==> config.mk <==
export PLATFORM = sky130hd
export DESIGN_NAME = dma_block_descriptor_splitter
export DESIGN_NICKNAME = d
export VERILOG_FILES = /design/src/rtl/core/dbds_pkg.sv /design/src/rtl/core/dbds_chunk.sv /design/src/rtl/core/dma_block_descriptor_splitter.sv
export VERILOG_INCLUDE_DIRS = /design/src /design/src/rtl/core
export SDC_FILE = /design/constraint.sdc
export NUM_CORES = 1
export LEC_CHECK = 0
export ABC_CLOCK_PERIOD_IN_PS = 8800
export BUFFER_PORTS_ARGS = -buffer_cell sky130_fd_sc_hd__buf_2
export CAP_MARGIN = 10
export CORE_MARGIN = 3
export CORE_UTILIZATION = 45
export DETAILED_ROUTE_END_ITERATION = 10
export GPL_ROUTABILITY_DRIVEN = 0
export GPL_TIMING_DRIVEN = 1
export HOLD_SLACK_MARGIN = 0.05
export PLACE_DENSITY = 0.76
export REMOVE_ABC_BUFFERS = 1
export SYNTH_ARGS = -nofsm -noshare
export SYNTH_HDL_FRONTEND = slang
export SYNTH_SLANG_ARGS = --single-unit
==> constraint.sdc <==
create_clock -name clock -period 8.8 [get_ports clock]
set_input_delay 0.88 -clock clock [delete_from_list [all_inputs] [get_ports clock]]
set_output_delay 0.88 -clock clock [all_outputs]
set_load 0.1 [all_outputs]
==> src/rtl/core/assert_macros.svh <==
// Assertion helpers used by the RTL.
`ifndef ASSERT_MACROS_SVH
`define ASSERT_MACROS_SVH

// Same-cycle implication, off while reset is high.
`define ASSERT_IMPLY(label, clk, rst, ante, cons) \
   label: assert property (@(posedge clk) disable iff (rst) (ante) |-> (cons)) \
      else $error("assertion failed: same-cycle implication");

// Next-cycle implication, off while reset is high.
`define ASSERT_IMPLY_NEXT(label, clk, rst, ante, cons) \
   label: assert property (@(posedge clk) disable iff (rst) (ante) |=> (cons)) \
      else $error("assertion failed: next-cycle implication");

`endif

==> src/rtl/core/dbds_pkg.sv <==
`default_nettype none

package dbds_pkg;

   // Fixed field widths
   localparam int unsigned FIELD_ADDR_W = 64;
   localparam int unsigned LEN_W        = 23;
   localparam int unsigned BEATS_M1_W   = 22;
   localparam int unsigned WIDTH_W      = 3;
   localparam int unsigned PROBE_W      = 7;   // beat width never exceeds 2^6 bytes

   localparam int unsigned ADDR_WIDTH_DEFAULT = 64;

   // Saturation limits
   localparam logic [LEN_W-1:0]   LEN_CAP   = 23'd4194304;
   localparam logic [LEN_W-1:0]   BEATS_MIN = 23'd65536;
   localparam logic [LEN_W-1:0]   BEATS_MAX = 23'd4194304;
   localparam logic [WIDTH_W-1:0] BW_MAX    = 3'd6;

   // Register indexes
   localparam logic [1:0] REG_BUS_WIDTH  = 2'd0;
   localparam logic [1:0] REG_MAX_BEATS  = 2'd1;
   localparam logic [1:0] REG_DIRECTION  = 2'd2;
   localparam logic [1:0] REG_TWO_MASTER = 2'd3;

   // Transfer direction codes
   localparam logic [1:0] DIR_MEM_TO_MEM = 2'd0;
   localparam logic [1:0] DIR_MEM_TO_DEV = 2'd1;
   localparam logic [1:0] DIR_DEV_TO_MEM = 2'd2;
   localparam logic [1:0] DIR_DEV_TO_DEV = 2'd3;

   // Address mode and master select
   localparam logic ADDR_INCR     = 1'b0;
   localparam logic ADDR_FIXED    = 1'b1;
   localparam logic MASTER_FIRST  = 1'b0;
   localparam logic MASTER_SECOND = 1'b1;

   // One block worked out by the chunk unit
   typedef struct packed {
      logic [WIDTH_W-1:0]    width_log2;
      logic [BEATS_M1_W-1:0] beats_m1;
      logic [LEN_W-1:0]      bytes;
      logic [LEN_W-1:0]      remaining;
   } chunk_type;

endpackage

`default_nettype wire

==> src/rtl/core/dbds_chunk.sv <==
`default_nettype none

// Sizes one block: beat width from the alignment probe, clamped beat count,
// byte count and what is left of the request.
module dbds_chunk (
   input  wire logic [dbds_pkg::PROBE_W-1:0] src_lo,
   input  wire logic [dbds_pkg::PROBE_W-1:0] dst_lo,
   input  wire logic [dbds_pkg::LEN_W-1:0]   len,
   input  wire logic [dbds_pkg::WIDTH_W-1:0] bus_width,   // already clamped to 6
   input  wire logic [dbds_pkg::LEN_W-1:0]   max_beats,   // already clamped
   output dbds_pkg::chunk_type               chunk
);

   logic [dbds_pkg::PROBE_W-1:0] probe;
   logic [dbds_pkg::WIDTH_W-1:0] w;
   logic [dbds_pkg::LEN_W-1:0]   beats;
   logic [dbds_pkg::LEN_W-1:0]   bytes;

   always_comb begin
      probe = src_lo | dst_lo | len[dbds_pkg::PROBE_W-1:0]
            | (dbds_pkg::PROBE_W'(1) << bus_width);
      // lowest set bit; bus width bit guarantees one within range
      w = '0;
      for (int i = dbds_pkg::PROBE_W - 1; i >= 0; i--) begin
         if (probe[i]) begin
            w = dbds_pkg::WIDTH_W'(i);
         end
      end
      beats = len >> w;
      if (beats > max_beats) begin
         beats = max_beats;
      end
      bytes = beats << w;

      chunk.width_log2 = w;
      chunk.beats_m1   = dbds_pkg::BEATS_M1_W'(beats - dbds_pkg::LEN_W'(1));
      chunk.bytes      = bytes;
      chunk.remaining  = len - bytes;
   end

endmodule

`default_nettype wire

==> src/rtl/core/dma_block_descriptor_splitter.sv <==
`default_nettype none

// Channel   Dir  Handshake          Payload
// req_      in   tvalid/tready      copy request (source, destination, length)
// rsp_      out  tvalid/tready      block descriptor, tlast on final block
// csr_      in   APB psel/penable   four config registers at 0x0/0x4/0x8/0xC
//
// A request is taken while the sequencer is idle; each block then goes through
// three steps: size it and load the output register, then advance the source
// and the destination address through the one shared address adder. A request
// of zero length emits nothing. Synchronous active-high reset clears the
// sequencer, output valid and the config registers to their defaults. A
// stalled rsp_ holds the sequencer in the sizing step; the next request is
// taken once the last block's addresses have advanced.

module dma_block_descriptor_splitter #(
   parameter int unsigned ADDR_WIDTH = dbds_pkg::ADDR_WIDTH_DEFAULT  // 32..64
) (
   input  wire logic         clock,
   input  wire logic         reset,

   input  wire logic         req_tvalid,
   output logic              req_tready,
   // [63:0] source_address, [127:64] dest_address, [150:128] byte_length, [151] zero
   input  wire logic [151:0] req_tdata,

   output logic              rsp_tvalid,
   input  wire logic         rsp_tready,
   // [63:0] chunk_source, [127:64] chunk_dest, [149:128] beats_minus_one,
   // [152:150] width_log2, [153] source_fixed, [154] dest_fixed,
   // [155] dest_master, [159:156] zero
   output logic [159:0]      rsp_tdata,
   output logic              rsp_tlast,   // last_block

   input  wire logic         csr_psel,
   input  wire logic         csr_penable,
   input  wire logic         csr_pwrite,
   input  wire logic [3:0]   csr_paddr,
   input  wire logic [31:0]  csr_pwdata,
   output logic [31:0]       csr_prdata,
   output logic              csr_pready
);

`include "assert_macros.svh"

   typedef enum logic [1:0] {
      ST_IDLE,
      ST_CHUNK,
      ST_ADV_SRC,
      ST_ADV_DST
   } state_type;

   // Config registers
   logic [dbds_pkg::WIDTH_W-1:0] bw_cfg_ff,   bw_cfg_in;
   logic [dbds_pkg::LEN_W-1:0]   maxb_cfg_ff, maxb_cfg_in;
   logic [1:0]                   dir_cfg_ff,  dir_cfg_in;
   logic                         two_cfg_ff,  two_cfg_in;

   // Sequencer and working state
   state_type                    state_ff, state_in;
   logic [ADDR_WIDTH-1:0]        src_ff,   src_in;
   logic [ADDR_WIDTH-1:0]        dst_ff,   dst_in;
   logic [dbds_pkg::LEN_W-1:0]   len_ff,   len_in;
   logic [dbds_pkg::LEN_W-1:0]   bytes_ff, bytes_in;

   // Output register
   logic                            out_valid_ff, out_valid_in;
   logic [ADDR_WIDTH-1:0]           out_src_ff,   out_src_in;
   logic [ADDR_WIDTH-1:0]           out_dst_ff,   out_dst_in;
   logic [dbds_pkg::BEATS_M1_W-1:0] beats_m1_ff,  beats_m1_in;
   logic [dbds_pkg::WIDTH_W-1:0]    width_ff,     width_in;
   logic                            sfix_ff,      sfix_in;
   logic                            dfix_ff,      dfix_in;
   logic                            dmaster_ff,   dmaster_in;
   logic                            last_ff,      last_in;

   logic                         cfg_wr;
   logic                         in_take;
   logic                         rsp_take;
   logic                         load;
   logic [dbds_pkg::WIDTH_W-1:0] bw_eff;
   logic [dbds_pkg::LEN_W-1:0]   maxb_eff;
   logic [dbds_pkg::LEN_W-1:0]   req_len;
   logic [ADDR_WIDTH-1:0]        add_a;
   logic [ADDR_WIDTH-1:0]        addr_sum;
   logic [dbds_pkg::FIELD_ADDR_W-1:0] out_src_ext;
   logic [dbds_pkg::FIELD_ADDR_W-1:0] out_dst_ext;
   logic [dbds_pkg::LEN_W-1:0]   out_beats;
   dbds_pkg::chunk_type          chunk;

   // ---------------------------------------------------------------- config
   assign csr_pready = 1'b1;
   assign cfg_wr     = csr_psel & csr_penable & csr_pwrite & csr_pready;

   always_comb begin
      bw_cfg_in   = bw_cfg_ff;
      maxb_cfg_in = maxb_cfg_ff;
      dir_cfg_in  = dir_cfg_ff;
      two_cfg_in  = two_cfg_ff;
      if (cfg_wr) begin
         unique case (csr_paddr[3:2])
            dbds_pkg::REG_BUS_WIDTH:  bw_cfg_in   = csr_pwdata[dbds_pkg::WIDTH_W-1:0];
            dbds_pkg::REG_MAX_BEATS:  maxb_cfg_in = csr_pwdata[dbds_pkg::LEN_W-1:0];
            dbds_pkg::REG_DIRECTION:  dir_cfg_in  = csr_pwdata[1:0];
            dbds_pkg::REG_TWO_MASTER: two_cfg_in  = csr_pwdata[0];
         endcase
      end
   end

   always_comb begin
      unique case (csr_paddr[3:2])
         dbds_pkg::REG_BUS_WIDTH:  csr_prdata = 32'(bw_cfg_ff);
         dbds_pkg::REG_MAX_BEATS:  csr_prdata = 32'(maxb_cfg_ff);
         dbds_pkg::REG_DIRECTION:  csr_prdata = 32'(dir_cfg_ff);
         dbds_pkg::REG_TWO_MASTER: csr_prdata = 32'(two_cfg_ff);
      endcase
   end

   // Out-of-range settings saturate
   assign bw_eff   = (bw_cfg_ff > dbds_pkg::BW_MAX) ? dbds_pkg::BW_MAX : bw_cfg_ff;
   assign maxb_eff = (maxb_cfg_ff < dbds_pkg::BEATS_MIN) ? dbds_pkg::BEATS_MIN :
                     (maxb_cfg_ff > dbds_pkg::BEATS_MAX) ? dbds_pkg::BEATS_MAX :
                     maxb_cfg_ff;

   // ------------------------------------------------------------ block sizing
   dbds_chunk u_chunk (
      .src_lo    (src_ff[dbds_pkg::PROBE_W-1:0]),
      .dst_lo    (dst_ff[dbds_pkg::PROBE_W-1:0]),
      .len       (len_ff),
      .bus_width (bw_eff),
      .max_beats (maxb_eff),
      .chunk     (chunk)
   );

   // Shared address adder: source in one step, destination in the next
   assign add_a    = (state_ff == ST_ADV_SRC) ? src_ff : dst_ff;
   assign addr_sum = add_a + ADDR_WIDTH'(bytes_ff);

   // -------------------------------------------------------------- sequencer
   assign req_tready = (state_ff == ST_IDLE);
   assign in_take    = req_tvalid & req_tready;
   assign rsp_take   = out_valid_ff & rsp_tready;
   assign load       = (state_ff == ST_CHUNK) & (~out_valid_ff | rsp_tready);
   assign req_len    = (req_tdata[150:128] > dbds_pkg::LEN_CAP) ? dbds_pkg::LEN_CAP
                                                               : req_tdata[150:128];

   always_comb begin
      state_in     = state_ff;
      src_in       = src_ff;
      dst_in       = dst_ff;
      len_in       = len_ff;
      bytes_in     = bytes_ff;
      out_valid_in = out_valid_ff & ~rsp_take;
      out_src_in   = out_src_ff;
      out_dst_in   = out_dst_ff;
      beats_m1_in  = beats_m1_ff;
      width_in     = width_ff;
      sfix_in      = sfix_ff;
      dfix_in      = dfix_ff;
      dmaster_in   = dmaster_ff;
      last_in      = last_ff;

      unique case (state_ff)
         ST_IDLE: begin
            if (in_take) begin
               src_in = req_tdata[ADDR_WIDTH-1:0];
               dst_in = req_tdata[64 +: ADDR_WIDTH];
               len_in = req_len;
               if (req_len != '0) begin
                  state_in = ST_CHUNK;
               end
            end
         end
         ST_CHUNK: begin
            if (load) begin
               out_valid_in = 1'b1;
               out_src_in   = src_ff;
               out_dst_in   = dst_ff;
               beats_m1_in  = chunk.beats_m1;
               width_in     = chunk.width_log2;
               sfix_in      = (dir_cfg_ff == dbds_pkg::DIR_DEV_TO_MEM ||
                               dir_cfg_ff == dbds_pkg::DIR_DEV_TO_DEV) ?
                              dbds_pkg::ADDR_FIXED : dbds_pkg::ADDR_INCR;
               dfix_in      = (dir_cfg_ff == dbds_pkg::DIR_MEM_TO_DEV ||
                               dir_cfg_ff == dbds_pkg::DIR_DEV_TO_DEV) ?
                              dbds_pkg::ADDR_FIXED : dbds_pkg::ADDR_INCR;
               dmaster_in   = two_cfg_ff ? dbds_pkg::MASTER_SECOND : dbds_pkg::MASTER_FIRST;
               last_in      = (chunk.remaining == '0);
               len_in       = chunk.remaining;
               bytes_in     = chunk.bytes;
               state_in     = ST_ADV_SRC;
            end
         end
         ST_ADV_SRC: begin
            src_in   = addr_sum;
            state_in = ST_ADV_DST;
         end
         ST_ADV_DST: begin
            dst_in   = addr_sum;
            state_in = (len_ff == '0) ? ST_IDLE : ST_CHUNK;
         end
      endcase
   end

   always_ff @(posedge clock) begin
      if (reset) begin
         state_ff     <= ST_IDLE;
         out_valid_ff <= 1'b0;
         bw_cfg_ff    <= 3'd2;
         maxb_cfg_ff  <= dbds_pkg::BEATS_MIN;
         dir_cfg_ff   <= dbds_pkg::DIR_MEM_TO_MEM;
         two_cfg_ff   <= 1'b0;
      end else begin
         state_ff     <= state_in;
         out_valid_ff <= out_valid_in;
         bw_cfg_ff    <= bw_cfg_in;
         maxb_cfg_ff  <= maxb_cfg_in;
         dir_cfg_ff   <= dir_cfg_in;
         two_cfg_ff   <= two_cfg_in;
      end
      src_ff      <= src_in;
      dst_ff      <= dst_in;
      len_ff      <= len_in;
      bytes_ff    <= bytes_in;
      out_src_ff  <= out_src_in;
      out_dst_ff  <= out_dst_in;
      beats_m1_ff <= beats_m1_in;
      width_ff    <= width_in;
      sfix_ff     <= sfix_in;
      dfix_ff     <= dfix_in;
      dmaster_ff  <= dmaster_in;
      last_ff     <= last_in;
   end

   // ---------------------------------------------------------------- outputs
   assign out_src_ext = dbds_pkg::FIELD_ADDR_W'(out_src_ff);
   assign out_dst_ext = dbds_pkg::FIELD_ADDR_W'(out_dst_ff);

   assign rsp_tvalid = out_valid_ff;
   assign rsp_tlast  = last_ff;
   assign rsp_tdata  = {4'b0, dmaster_ff, dfix_ff, sfix_ff, width_ff, beats_m1_ff,
                        out_dst_ext, out_src_ext};

   // ------------------------------------------------------------- assertions
   assign out_beats = dbds_pkg::LEN_W'(beats_m1_ff) + dbds_pkg::LEN_W'(1);

   // Last flag tracks what is left of the request after the block just loaded
   `ASSERT_IMPLY_NEXT(a_last_matches_len, clock, reset, load, rsp_tlast == (len_ff == '0))
   // Beat width never exceeds the effective bus width
   `ASSERT_IMPLY(a_width_in_bus, clock, reset, rsp_tvalid, width_ff <= bw_eff)
   // Only a full-size block can leave bytes behind
   `ASSERT_IMPLY(a_mid_block_full, clock, reset, rsp_tvalid && !rsp_tlast, out_beats == maxb_eff)

endmodule

`default_nettype wire
==> qor.txt <==
Fin Clk Skew -> 0.0211 ns
I/O Buffers -> 364
Max stage delay on crit path -> 0.58 ns
Proportion of layout cells with a drive suffix above 1 -> 30.4%
WL final -> 61.8 mm
Crit Reg-Reg Startpoint -> dst_ff[4]
Clock Tree Root -> clkbuf_16
Vias per cell -> 5.71
H-tree Lvls -> 2
Num ports -> 391
Final net count -> 2,611
Critical Path RT -> 9.14 ns
Yosys reg bits -> 363
Full die area -> 49,500 sq um
Post-Synth Simple-Gate Area -> 12.8%
DP Wirelength -> 45.3 mm
Chip height -> 222 microns
Layout Utilization -> 55.8%
CP endpoint kind -> flip-flop
Commonest non-fill, non-tap cell in the layout -> buf_2
Clock buffer count from CTS -> 41
Slowest CP cell -> or4_1
Buf/Inv on CP -> 4
Area grow syn2layout -> 21.3%
Synth Cell Area -> 21,100 sq um
Post-synthesis mux area share -> 10.7%
Largest family of logic cells by synthesized area -> simple AND/OR/NAND/NOR gates
Worst-Margin Slew -> 1.24 ns
Synth Flop Type -> edfxtp_1
CTS Sinks -> 363
Synth unique cells -> 98
Global router's overall resource usage -> 23.8%
Worst hold start -> dst_ff[28]
Total number of vias -> 17,100
Worst-Skew Late Latency -> 0.56 ns
Max Fclk -> 0.117 GHz
Compound-gate portion of the synthesized area -> 12.2%
Most frequent cells in the layout -> buf_2 (364), edfxtp_1 (331), nand2_1 (175), a21oi_1 (151), nor2_1 (138)
Tcrit/Tclk final -> 97.3%
Starting Density -> 46.0%
Vias in the first global route -> 16,800
Core footprint -> 45,800 sq um
Final count of hold timing violations -> 0
First-pass GRT wire length -> 93.6 mm
Deepest clock path buffer count -> 3
Antenna violations before repair -> 5
Hold buffer count at cts -> 0
Site Rows -> 78
Worst Setup SP -> dst_ff[4]
CP Launch Type -> flip-flop
Max-cap violations -> 0
Detailed Routing Iterations Pass 1 -> 6
DR WL/cell -> 20.7 microns
Worst-path fanout max -> 4
Synth Area in Adders -> 4.26%
Largest net degree at the start of global routing -> 181
Relative slew slack -> 17.2%
Post-synth ARST share -> 0%
Status -> finished clean
Hold Crit Class -> reg2reg
CTS tree -> yes
Number of synthesized flops with an enable pin -> 331
CP top delay family -> compound AO/OA/AOI/OAI gates
Final Setup Violations -> 0
Chip Width -> 222 microns
Avg Cell Area, Syn -> 10.9 sq um
DRC violations left -> 0
Routed Antenna Nets -> 0
Minimum period implied by the final worst setup slack -> 8.56 ns
Critical path class -> reg2reg
WP data arrival -> 8.90 ns
WHS -> 0.439 ns
DR iter-0 viols -> 1,725
Slew Viols, Final -> 0
Cells after Synth -> 1,929
Clk pin slew, worst setup/hold paths -> 0.06 ns
Ys Warns -> 0
XOR/XNOR share of the synthesized area -> 5.90%
Sequential element share of the synthesized area -> 50.2%
Grt total ovfl -> 0
through the flow:
stage / cells / setup TNS [ns] / worst slack, ns / area (sq um)
3_3_place_gp: 2896 / 0 / 0.276 / 24000
6_report: 2987 / 0 / 0.241 / 25600
4_1_cts: 2972 / 0 / 0.0536 / 25400
2_1_floorplan: 1834 / -234.01 / -2.45 / 20600
3_5_place_dp: 2896 / 0 / 0.126 / 24000
5_1_grt: 2985 / -0.0678 / -0.0678 / 25600
kinds of logic (layout without fill, tap and decap cells):
family,after synthesis,after routing
and+or+nand+nor,559,559
buffers and inverters,191,631
adders and majority gates,71,71
AOI/OAI and AO/OA,395,395
other,2,20
muxes,207,207
xor gates and xnor gates,141,141
DFF,363,363
path summary, 6_finish.rpt:
path | endpoint | slack [ns] | cells after the start
worst min-delay path | out_dst_ext[28] | 0.44 | 0
worst min register to register | out_dst_ext[28] | 0.44 | 0
worst max-delay path | rsp_tlast | 0.24 | 36
worst max register to register | rsp_tlast | 0.24 | 36
layout make-up:
type	count	area, sq um
antenna	6	15.0
tap	600	751
fill	3847	20200
timing repair buffer	471	2660
clock buffer	47	1050
inverter	84	325
sequential	363	10600
multi-input combinational	1387	9890
clock inverter	29	282
layer usage:
metal / vias up / part of all wire [%] / GRT usage (%)
met3: 144 / 8.4 / 4.33
met2: 862 / 48 / 40.8
li1: 7918 / - / -
met4: 0 / 3.5 / 8.65
met5: - / 0 / 0
met1: 8135 / 40 / 30.2
repair_timing:
item	CTS	global route
buffers inserted	0	9
endpoints found under the setup margin	0	4
resized for setup	0	32
cell usage after synthesis, types with 32 or more instances:
cell type / instances / area share [%]
dfxtp_1: 32 / 3.0
o21ai_0: 57 / 1.4
mux2_2: 108 / 5.8
xor2_1: 69 / 2.9
mux2i_1: 94 / 4.5
edfxtp_1: 331 / 47
and2_1: 37 / 1.1
nor3_1: 37 / 0.88
nand3_1: 48 / 1.1
ha_1: 66 / 3.9
nor2_1: 141 / 2.5
nand2_1: 176 / 3.1
inv_1: 79 / 1.4
clkbuf_1: 64 / 1.1
xnor2_1: 71 / 3.0
a21oi_1: 156 / 3.7
sequential cells by signal, indices dropped and copies added, names as in the netlist:
register	cells
dst_ff	64
out_dst_ext	64
out_src_ext	64
src_ff	64
bytes_ff	23
len_ff	23
maxb_cfg_ff	23
beats_m1_ff	22
bw_cfg_ff	3
width_ff	3
dir_cfg_ff	2
state_ff	2
dfix_ff	1
dmaster_ff	1
rsp_tlast	1
rsp_tvalid	1
sfix_ff	1
two_cfg_ff	1
Power is not shown: default switching activity piles up to over one toggle a cycle in this logic, so the estimate is an artifact.
